$ cat config.mk
export PLATFORM = sky130hd
export DESIGN_NAME = cirm_ctrl
export DESIGN_NICKNAME = d
export VERILOG_FILES = /design/src/rtl/core/cirm_pkg.sv /design/src/rtl/core/cirm_ctrl.sv
export SDC_FILE = /design/constraint.sdc
export NUM_CORES = 1
export LEC_CHECK = 0
export BUFFER_PORTS_ARGS = -buffer_cell sky130_fd_sc_hd__buf_2
export CAP_MARGIN = 20
export CELL_PAD_IN_SITES_DETAIL_PLACEMENT = 0
export CELL_PAD_IN_SITES_GLOBAL_PLACEMENT = 2
export CORE_MARGIN = 5
export CORE_UTILIZATION = 33
export DETAILED_ROUTE_END_ITERATION = 10
export PLACE_DENSITY = 0.85
export SYNTH_ARGS = -nofsm -noshare
export SYNTH_HDL_FRONTEND = slang
export SYNTH_SLANG_ARGS = --single-unit
$ cat constraint.sdc
create_clock -name clk_i -period 9.25 [get_ports clk_i]
set_clock_uncertainty 0.2 [all_clocks]
set_input_delay 2.775 -clock clk_i [delete_from_list [all_inputs] [get_ports clk_i]]
set_output_delay 2.775 -clock clk_i [all_outputs]
set_load 0.02 [all_outputs]
$ cat src/rtl/core/cirm_pkg.sv
`timescale 1ns / 1ps
`default_nettype none
package cirm_pkg;
  localparam int unsigned MaxIds    = 32;
  localparam int unsigned IdxW      = $clog2(MaxIds);
  localparam int unsigned CntW      = $clog2(MaxIds + 1);
  localparam int unsigned TotW      = 21;
  localparam logic [TotW-1:0] TotMax = {TotW{1'b1}};
  localparam logic [31:0] WindowRst = 32'd1000000;
  localparam logic [15:0] TallyMax  = 16'hFFFF;
  localparam logic [3:0]  DataMax   = 4'd8;

  localparam logic [1:0] CmdRecord = 2'd0;
  localparam logic [1:0] CmdTime   = 2'd1;
  localparam logic [1:0] CmdSnap   = 2'd2;
  localparam logic [1:0] CmdClear  = 2'd3;

  localparam logic [2:0] StStored  = 3'd0;
  localparam logic [2:0] StDropped = 3'd1;
  localparam logic [2:0] StWinStart= 3'd2;
  localparam logic [2:0] StWinOpen = 3'd3;
  localparam logic [2:0] StLatched = 3'd4;
  localparam logic [2:0] StEntry   = 3'd5;
  localparam logic [2:0] StEmpty   = 3'd6;
  localparam logic [2:0] StCleared = 3'd7;

  // ident = {extended, can_id}; compares as the sort key directly
  typedef struct packed {
    logic [29:0] ident;
    logic [63:0] data;
    logic [3:0]  len;
    logic [31:0] total;
    logic [31:0] stamp;
    logic [15:0] tally;
    logic [15:0] rate;
  } entry_t;
  localparam int unsigned EntryW = $bits(entry_t);

  // controller -> datapath
  typedef struct packed {
    logic            capture;   // latch input item
    logic            rd_en;
    logic [IdxW-1:0] rd_addr;
    logic            scan_cmp;  // compare read entry with item ident
    logic            wr_rec;    // write record update to rd entry
    logic            wr_new;    // write fresh entry at used
    logic            wr_latch;  // rate latch write
    logic            sum_clr;
    logic            sum_add;
    logic            win_set;   // start/restart window
    logic            clear;     // empty table
    logic            sel_init;  // start selection pass
    logic            sel_cmp;   // compare read entry for selection
    logic            sel_take;  // record chosen as emitted key
    logic            out_load;
    logic            out_entry;  // load entry from selected read
    logic [2:0]      out_status;
    logic            out_last;
  } cmd_t;

  // datapath -> controller
  typedef struct packed {
    logic [1:0]      command;
    logic [CntW-1:0] used;
    logic [CntW-1:0] snap_cnt;
    logic            match;
    logic            win_started;
    logic            win_elapsed;
    logic            out_busy;
    logic [IdxW-1:0] sel_idx;
  } stat_t;
endpackage
`default_nettype wire

$ cat src/rtl/core/cirm_ctrl.sv
`timescale 1ns / 1ps
`default_nettype none
module cirm_ctrl (
  input  wire logic            clk_i,
  input  wire logic            rst_ni,
  input  wire logic            in_valid_i,
  output logic                 in_ready_o,
  input  wire cirm_pkg::stat_t stat_i,
  output cirm_pkg::cmd_t       cmd_o
);
  import cirm_pkg::*;

  localparam logic [3:0] SIdle = 4'd0, SDisp = 4'd1, SScan = 4'd2, SRecW = 4'd3,
                         SLatR = 4'd4, SLatW = 4'd5, SSumR = 4'd6, SSum = 4'd7,
                         SSelR = 4'd8, SSel = 4'd9, SEmitR = 4'd10, SEmit = 4'd11,
                         SPlain = 4'd12, SRecD = 4'd13;

  logic [3:0]      state_q, state_d;
  logic [CntW-1:0] idx_q, idx_d;
  logic [CntW-1:0] emit_q, emit_d;
  logic [2:0]      st_q, st_d;

  always_comb begin
    state_d = state_q;
    idx_d   = idx_q;
    emit_d  = emit_q;
    st_d    = st_q;
    cmd_o   = '0;
    in_ready_o = (state_q == SIdle);
    unique case (state_q)
      SIdle: if (in_valid_i) begin
        cmd_o.capture = 1'b1;
        state_d = SDisp;
      end
      SDisp: begin
        idx_d = '0;
        unique case (stat_i.command)
          CmdRecord: state_d = SScan;
          CmdTime: begin
            if (!stat_i.win_started) begin
              cmd_o.win_set = 1'b1; st_d = StWinStart; state_d = SSumR;
            end else if (!stat_i.win_elapsed) begin
              st_d = StWinOpen; state_d = SSumR;
            end else begin
              cmd_o.win_set = 1'b1; st_d = StLatched; state_d = SLatR;
            end
          end
          CmdSnap: begin
            emit_d = '0;
            if (stat_i.snap_cnt == '0) begin
              st_d = StEmpty; state_d = SSumR;
            end else state_d = SSumR;
            if (stat_i.snap_cnt != '0) st_d = StEntry;
          end
          default: begin
            cmd_o.clear = 1'b1; st_d = StCleared; state_d = SSumR;
          end
        endcase
      end
      // read each used entry, compare it in SRecD
      SScan: begin
        if (idx_q < stat_i.used) begin
          cmd_o.rd_en = 1'b1; cmd_o.rd_addr = idx_q[IdxW-1:0];
          state_d = SRecD;
        end else if (stat_i.used == CntW'(MaxIds)) begin
          st_d = StDropped; state_d = SSumR;
        end else begin
          cmd_o.wr_new = 1'b1; st_d = StStored; state_d = SSumR;
        end
      end
      SRecD: begin
        cmd_o.rd_addr = idx_q[IdxW-1:0];
        cmd_o.scan_cmp = 1'b1;
        state_d = SRecW;
      end
      SRecW: begin
        if (stat_i.match) begin
          // re-read held: rd data still valid for write-back
          cmd_o.rd_addr = idx_q[IdxW-1:0];
          cmd_o.wr_rec = 1'b1; st_d = StStored; state_d = SSumR;
        end else begin
          idx_d = idx_q + CntW'(1); state_d = SScan;
        end
      end
      SLatR: begin
        if (idx_q < stat_i.used) begin
          cmd_o.rd_en = 1'b1; cmd_o.rd_addr = idx_q[IdxW-1:0];
          state_d = SLatW;
        end else state_d = SSumR;
      end
      SLatW: begin
        cmd_o.rd_addr = idx_q[IdxW-1:0];
        cmd_o.wr_latch = 1'b1;
        idx_d = idx_q + CntW'(1); state_d = SLatR;
      end
      SSumR: begin
        cmd_o.sum_clr = 1'b1; idx_d = '0;
        if (stat_i.used != '0) begin
          cmd_o.rd_en = 1'b1; cmd_o.rd_addr = '0;
          idx_d = CntW'(1);
          state_d = SSum;
        end else state_d = (st_q == StEntry) ? SSelR : SPlain;
      end
      SSum: begin
        cmd_o.sum_add = 1'b1;
        if (idx_q < stat_i.used) begin
          cmd_o.rd_en = 1'b1; cmd_o.rd_addr = idx_q[IdxW-1:0];
          idx_d = idx_q + CntW'(1);
        end else state_d = (st_q == StEntry) ? SSelR : SPlain;
      end
      SPlain: if (!stat_i.out_busy) begin
        cmd_o.out_load = 1'b1; cmd_o.out_status = st_q; cmd_o.out_last = 1'b1;
        state_d = SIdle;
      end
      // selection pass: smallest ident above the last emitted key
      SSelR: begin
        cmd_o.sel_init = 1'b1;
        cmd_o.rd_en = 1'b1; cmd_o.rd_addr = '0;
        idx_d = CntW'(1); state_d = SSel;
      end
      SSel: begin
        cmd_o.sel_cmp = 1'b1;
        if (idx_q < stat_i.snap_cnt) begin
          cmd_o.rd_en = 1'b1; cmd_o.rd_addr = idx_q[IdxW-1:0];
          idx_d = idx_q + CntW'(1);
        end else state_d = SEmitR;
      end
      SEmitR: begin
        cmd_o.sel_take = 1'b1;
        cmd_o.rd_en = 1'b1; cmd_o.rd_addr = stat_i.sel_idx;
        state_d = SEmit;
      end
      SEmit: if (!stat_i.out_busy) begin
        cmd_o.out_load = 1'b1; cmd_o.out_entry = 1'b1; cmd_o.out_status = StEntry;
        cmd_o.out_last = (emit_q + CntW'(1) == stat_i.snap_cnt);
        emit_d = emit_q + CntW'(1);
        state_d = cmd_o.out_last ? SIdle : SSelR;
      end
      default: state_d = SIdle;
    endcase
  end

  always_ff @(posedge clk_i or negedge rst_ni) begin
    if (!rst_ni) begin
      state_q <= SIdle;
      idx_q   <= '0;
      emit_q  <= '0;
      st_q    <= StStored;
    end else begin
      state_q <= state_d;
      idx_q   <= idx_d;
      emit_q  <= emit_d;
      st_q    <= st_d;
    end
  end

  ap_ready_idle: assert property (@(posedge clk_i) disable iff (!rst_ni)
    in_ready_o |-> !cmd_o.out_load) else $error("load while idle");
  ap_cap_next: assert property (@(posedge clk_i) disable iff (!rst_ni)
    cmd_o.capture |=> state_q == SDisp) else $error("capture lost");
  ap_last_idle: assert property (@(posedge clk_i) disable iff (!rst_ni)
    (cmd_o.out_load && cmd_o.out_last) |=> in_ready_o) else $error("last without idle");
endmodule
`default_nettype wire

## After elaboration in Yosys (flattened, before gate mapping)

Cells that the tools add are included.
W data, S select, Z words.

| operators by class | value |
|---|---|
| add/subtract/negate cells | 2 |
| bitwise logic cells | 0 |
| shift-type cells | 0 |
| divide/modulo/power cells | 0 |
| reductions and logical operators | 16 |
| eq/ne operators | 31 |
| multipliers | 0 |
| multiplexer cells | 63 |
| magnitude comparators | 2 |

Operators by type and width:

| cell | number |
|---|---|
| $pmux W4 S14 | 1 |
| $mux W6 | 9 |
| $pmux W6 S7 | 1 |
| $mux W4 | 9 |
| $pmux W5 S6 | 1 |
| $eq A4 B4 Y1 const B | 6 |
| $mux W3 | 8 |
| $mux W1 | 22 |
| $ne A2 B2 Y1 const B | 11 |
| $pmux W3 S3 | 2 |
| $eq A4 B3 Y1 const B | 4 |
| $add A6 B1 Y6 const B | 2 |
| $lt A6 B6 Y1 | 2 |
| $pmux W6 S2 | 1 |
| $reduce_bool A6 Y1 | 2 |
| $reduce_and A5 Y1 | 2 |
| $eq A4 B2 Y1 const B | 2 |
| $mux W2 | 4 |
| $pmux W4 S2 | 1 |
| $reduce_bool A7 Y1 | 1 |
| $eq A6 B6 Y1 | 1 |
| $eq A6 B6 Y1 const B | 1 |
| $logic_not A6 Y1 | 1 |
| $pmux W3 S2 | 1 |
| 17 further kinds | 19 |

| word-level totals | value |
|---|---|
| RAM bits | 0 |
| output and inout bits | 25 |
| bits in read-only memories | 0 |
| bits in registers | 19 |
| logic and storage cells | 118 |
| latch bits | 0 |
| memories | 0 |

## Logic depth before layout (Yosys ltp)

Gate-level depths: netlist (run 1).

| depth | value |
|---|---|
| depth after elaboration | 5 |
| gate-level depth with buffers | 9 |
| depth with buffers taken out | 8 |

## Worst setup path before layout (run 1)

Ideal clock, no wire load.

| timing | value |
|---|---|
| path kind | input-to-output |
| from | in stat_i[18] in the netlist's numbering |
| to | out cmd_o[17] in the netlist's numbering |
| data required time | 6275 ps |
| path slack | 1954 ps |
| cell stages on the path | 8 |
| arrival time | 4321 ps |
| path through | inv_1 > ha_1 > a211o_1 > a21oi_1 > o21ai_1 > o31a_1 > nand2_1 > a22o_1 |

RTL lines:

| item | line | RTL |
|---|---|---|
| start, declared | cirm_ctrl.sv:8 | `input wire cirm_pkg::stat_t stat_i,` |
| end, declared | cirm_ctrl.sv:9 | `output cirm_pkg::cmd_t cmd_o` |

==> metrics.cfg, run 1 <==
[setup_path]
crit_path_end_kind = primary output
required_ns = 6.28
r2r_slack_ns = 6.57
start_kind = primary input
crit_arrival_ns = 4.68
crit_fanout = 8
crit_type = in -> out

[timing]
drv_slew = 0
fin_hold_ws_ns = 0.3005
worstMarginPinSlew_ns = 0.5849
hold_viol = 0
setup_viol = 0
fin_crit_ns = 7.659
max-slew-margin-rel = 0.6101
timing.fmax_mhz = 130.6
fin_crit_sh = 0.8280
rsz0062_at_grt = no
setup_tns_ns = 0

[detailed_routing]
wire_per_inst_um = 15.02
wl_um = 5543
firstDrtPassIters = 4
vias_per_cell = 5.436
drt_iter0_drc = 122
drc = 0
antenna_left = 0
num_vias = 2006

[yosys]
synth_top_family_by_area = simple AND/OR/NAND/NOR gates
synth_compound_area_frac = 0.2356
synthTopCellsByArea = dfrtp_1 (24%), ha_1 (10%), nand2_1 (4.7%)
synthXorXnorAreaFrac = 0.05276
synthFlopType = dfrtp_1
synth_top_area_cell = dfrtp_1
synthAdderAreaFrac = 0.1005
yosys_warnings = 0
synth_edf_count = 0
async_flop_share = 1.000
synth_fp_nets = 291
synth_mux_area_frac = 0.04209
synthTopCellsByCount = nand2_1 (25), nor2_1 (21), dfrtp_1 (19), ha_1 (16), inv_1 (15)
netlist_area_sq_um = 1992
seq_area_frac_synth = 0.2387
yosys.area_share.simple = 0.2682
synth_top_area_frac = 0.2387
yosys.cell_count.top_type = nand2_1
synth_area_per_cell_sq_um = 8.000
ys_types = 51
synth-seq-cells = 19
synth_cells = 249

[global_route]
antenna_found_initial = 0
overflow = 0
grt_pass1_vias = 1865
grt_pass1_wl_um = 9059
grtUsageTotal = 0.1460
grt_max_degree = 20

[placed_design]
hpwl_um = 4453
portBuffers = 50
gp_congestion = 0.8356
dp_cells = 365

[cts]
cts_resized = 0
cts_setup_buffers = 0
cts_max_level = 1
hold_buffers = 0
cts_tree = done
cts_made_buffers = 3
worstSkewPairLatency_ns = 0.26
cts.sinks = 19
clockBufferDepth = 2
clk_pin_slew_ns = 0.08
cts_root_buffer = clkbuf_8

[cells_and_area]
syn_to_final_growth_pct = 16.33
n_antenna_cell = 0
fin_nets = 337
drive_gt1_frac = 0.2211
stdcell_count = 369

[worst_hold_path]
min_path_type = reg -> reg

[die]
die_h_um = 87.69
rows = 28
boundaryPins = 51
fp.dieW_um = 87.69
coreArea_sq_um = 5886
die_area_sq_um = 7690
initial_core_util = 0.3384

[power]
p_leak_uw = 0.001205
ir_drop_mv = 0.1474
powerDensity_nw_per_um2 = 263.0

[run_status]
outcome = finished clean

[run]
maxCapViolCount = 0

final cells by class:
type,instances,area [sq um]
inverters,16,60.06
repair buffers,50,250.2
flip-flops and latches,19,475.5
clock buffers,4,45.04
well taps,75,93.84
fillers,642,3568
multi-input cells,205,1393
final timing paths:
check                                       from                     end  cells past startpoint
hold reg to reg            emit_q[5]$_DFFE_PN0P_   emit_q[5]$_DFFE_PN0P_                      1
max in group asynchronous                 rst_ni    idx_q[1]$_DFFE_PN0P_                      1
min in group asynchronous                 rst_ni  state_q[2]$_DFFE_PN0P_                      1
hold / removal             emit_q[5]$_DFFE_PN0P_   emit_q[5]$_DFFE_PN0P_                      1
setup reg to reg            idx_q[3]$_DFFE_PN0P_  state_q[3]$_DFFE_PN0P_                      6
setup / recovery                      stat_i[18]               cmd_o[17]                     10
registers in the layout (all words and copies together), names as in the netlist:
signal,flops
emit_q,6
idx_q,6
st_q,3
state_q,4
worst max-delay path: stages:
cell and delay [ns]:
buf_2 0.09, inv_1 0.04, ha_1 0.29, a211o_1 0.30, a21oi_1 0.12, o21ai_1 0.22, o31a_1 0.35, nand2_1 0.18
a22o_1 0.16, buf_2 0.16
logic make-up (layout without fill, tap and decap cells):
kind of cell	Yosys count	count (layout)
AOI/OAI and AO/OA	65	65
xor gates and xnor gates	12	12
adders and majority gates	16	16
buffers and inverters	25	70
DFF	19	19
muxes	8	8
and+or+nand+nor	104	104
report_power, final:
group	internal, uW	total (uW)	switching [uW]
Clock	30.7	60.2	29.5
Combinational	155	369	214
Sequential	113	180	67.1
Total	299	609	311
stage by stage:
stage	area, sq um	power (uW)	setup slack [ns]	utilization
after global routing	2317	665.2	1.468	0.3937
after CTS	2317	614.7	1.581	0.3937
after detailed placement	2272	551.6	1.593	0.3861
after floorplan	1992	465.9	1.954	-
final	2317	609.5	1.591	0.3937
after global placement	2272	553.2	1.632	0.3861
cell usage in the layout, fill, tap and decap left out, types with 7 or more instances in the layout:
cell type | netlist | final
buf_2 | 3 | 50
nand2_1 | 25 | 25
a21oi_1 | 12 | 12
inv_1 | 15 | 15
nand3_1 | 13 | 13
nor2_1 | 21 | 21
nand2b_1 | 11 | 11
and3_1 | 7 | 7
dfrtp_1 | 19 | 19
a22o_1 | 9 | 9
o21ai_0 | 13 | 13
ha_1 | 16 | 16
metal layers:
layer	wire length, um	global-route usage
met5	0	0
met4	55	0.02510
met3	320	0.02728
met2	2634	0.2432
met1	2531	0.1991
Power figures use the tool's default switching activity.
==> run 2: changes to the inputs <==
--- a/config.mk
+++ b/config.mk
@@ -10,9 +10,9 @@
 export CELL_PAD_IN_SITES_DETAIL_PLACEMENT = 0
 export CELL_PAD_IN_SITES_GLOBAL_PLACEMENT = 2
 export CORE_MARGIN = 5
-export CORE_UTILIZATION = 33
+export CORE_UTILIZATION = 30
 export DETAILED_ROUTE_END_ITERATION = 10
-export PLACE_DENSITY = 0.85
+export PLACE_DENSITY = 0.78
 export SYNTH_ARGS = -nofsm -noshare
 export SYNTH_HDL_FRONTEND = slang
 export SYNTH_SLANG_ARGS = --single-unit
==> constraint.sdc (replaced) <==
create_clock -name clk_i -period 7.8 [get_ports clk_i]
set_clock_uncertainty 0.2 [all_clocks]
set_input_delay 2.34 -clock clk_i [delete_from_list [all_inputs] [get_ports clk_i]]
set_output_delay 2.34 -clock clk_i [all_outputs]
set_load 0.02 [all_outputs]
==> run 2 against run 1 <==
Compared with the run above: final area is 0.27% higher; sequential share of layout area is 0.055 points lower; first-iteration DRC count is 52% lower; sequential power is 18% higher; die area is 8.8% higher; via count is 0.30% higher; setup slack worse by 0.57 ns; largest cell class unchanged; clock power is 23% higher; critical path depth stayed put; utilization is 3.2 points lower; largest power group unchanged; combinational power is 21% higher.
==> metrics.cfg, run 2 (same netlist as run 1, synthesis figures left out) <==
[cts]
cts_max_level = 1
cts_made_buffers = 3
cts_setup_buffers = 0
clk_pin_slew_ns = 0.09
cts_root_buffer = clkbuf_8
cts_resized = 0
worstSkewPairLatency_ns = 0.27
cts.sinks = 19
hold_buffers = 0
clockBufferDepth = 2
cts_tree = done

[timing]
fin_crit_ns = 6.778
rsz0062_at_grt = no
worstMarginPinSlew_ns = 0.6557
worst_slack_ns = 1.022
fin_crit_sh = 0.8690
hold_viol = 0
timing.fmax_mhz = 147.5
drv_slew = 0
max-slew-margin-rel = 0.5629
setup_viol = 0
setup_tns_ns = 0

[cells_and_area]
multi_input_area_sq_um = 1393
n_antenna_cell = 0
drive_gt1_frac = 0.2245
utilization = 0.3618
fin_nets = 337
final_area_sq_um = 2323
final_cell_mix = buf_2 (50), nand2_1 (25), nor2_1 (21)
fillers = 680
reg_top3 = emit_q: 6 flops, idx_q: 6 flops, state_q: 4 flops
syn_to_final_growth_pct = 16.65
mostFrequentLayoutCell = buf_2
seq_area_sq_um = 475.5

[die]
die_area_sq_um = 8370
die_h_um = 91.49
rows = 29
boundaryPins = 51
coreArea_sq_um = 6422
initial_core_util = 0.3101
fp.dieW_um = 91.49

[power]
ir_drop_mv = 0.1066
clkPwrFrac = 0.101
p_leak_uw = 0.001204
power.switching_uw = 379.4
power_frac_seq = 0.291
powerDensity_nw_per_um2 = 315.7
finalPower_uw = 733.6
power.internal_uw = 354.2
power_frac_comb = 0.608
swShare = 0.5172

[global_route]
overflow = 0
antenna_found_initial = 0
grt_pass1_vias = 2021
grt_max_degree = 20
grtUsageTotal = 0.1446
grt_pass1_wl_um = 10050

[placed_design]
portBuffers = 50
dpl-instance-area_sq_um = 2275
hpwl_um = 4644
gp_congestion = 0.7839
place_ws_ns = 1.040

[setup_path]
crit_arrival_ns = 4.24
crit_path_end_kind = primary output
start_kind = primary input
crit_type = in -> out
crit_fanout = 8
required_ns = 5.26

[detailed_routing]
drc = 0
antenna_left = 0
wl_um = 5968
drt_iter0_drc = 59
wire_per_inst_um = 16.09
firstDrtPassIters = 5
num_vias = 2012
vias_per_cell = 5.423

[worst_hold_path]
min_path_type = reg -> reg

[run]
maxCapViolCount = 0

[run_status]
outcome = finished clean

run 2: changes by cell type in the layout (fill, tap and decap cells not counted):
cell / previous run / this run
clkinvlp_4: 0 / 1
clkbuf_1: 1 / 0
run 2: final timing paths:
path / cells past startpoint / startpoint / to / slack [ns]
setup / recovery: 10 / stat_i[18] / cmd_o[21] / 1.02
hold / removal: 1 / emit_q[5]$_DFFE_PN0P_ / emit_q[5]$_DFFE_PN0P_ / 0.31
setup reg to reg: 7 / idx_q[3]$_DFFE_PN0P_ / idx_q[1]$_DFFE_PN0P_ / 5.07
hold reg to reg: 1 / emit_q[5]$_DFFE_PN0P_ / emit_q[5]$_DFFE_PN0P_ / 0.31
max in group asynchronous: 1 / rst_ni / idx_q[5]$_DFFE_PN0P_ / 5.20
min in group asynchronous: 1 / rst_ni / state_q[0]$_DFFE_PN0P_ / 1.84
run 2: final cells by class:
class,count,area share
Sequential cell,19,0.2046
Inverter,16,0.02585
Timing Repair Buffer,50,0.1077
Tap cell,77,0.04146
Clock inverter,1,0.003231
Multi-Input combinational cell,205,0.5994
Clock buffer,3,0.01777
run 2: power by group through the flow:
stage / logic [uW] / clock network (uW) / registers (uW)
final: 446 / 74.3 / 213
after global routing: 491 / 81.8 / 223
after CTS: 444 / 77.7 / 214
after detailed placement: 442 / 0 / 215
after global placement: 444 / 0 / 217
after floorplan: 386 / 0 / 166
run 2: layer usage:
| layer | track usage | share of wire | vias to the layer above |
|---|---|---|---|
| met3 | 0.02397 | 0.052 | 8 |
| li1 | - | - | 990 |
| met1 | 0.2012 | 0.47 | 952 |
| met5 | 0 | 0 | - |
| met2 | 0.2288 | 0.46 | 62 |
| met4 | 0.04271 | 0.014 | 0 |
run 2: metrics by stage:
step	std cells	hold WS, ns
finish	371	0.3095
global route	371	0.3321
CTS	371	0.3120
detailed placement	367	0.2928
global placement	367	0.2882
floorplan	249	0.2646
run 2: worst max-delay path, cell delays in order:
cell and delay (ns):
buf_2 0.08, inv_1 0.04, ha_1 0.30, a211o_1 0.30, a21oi_1 0.13, o21ai_1 0.22
o31a_1 0.35, nand2_1 0.18, a22o_1 0.15, buf_2 0.16
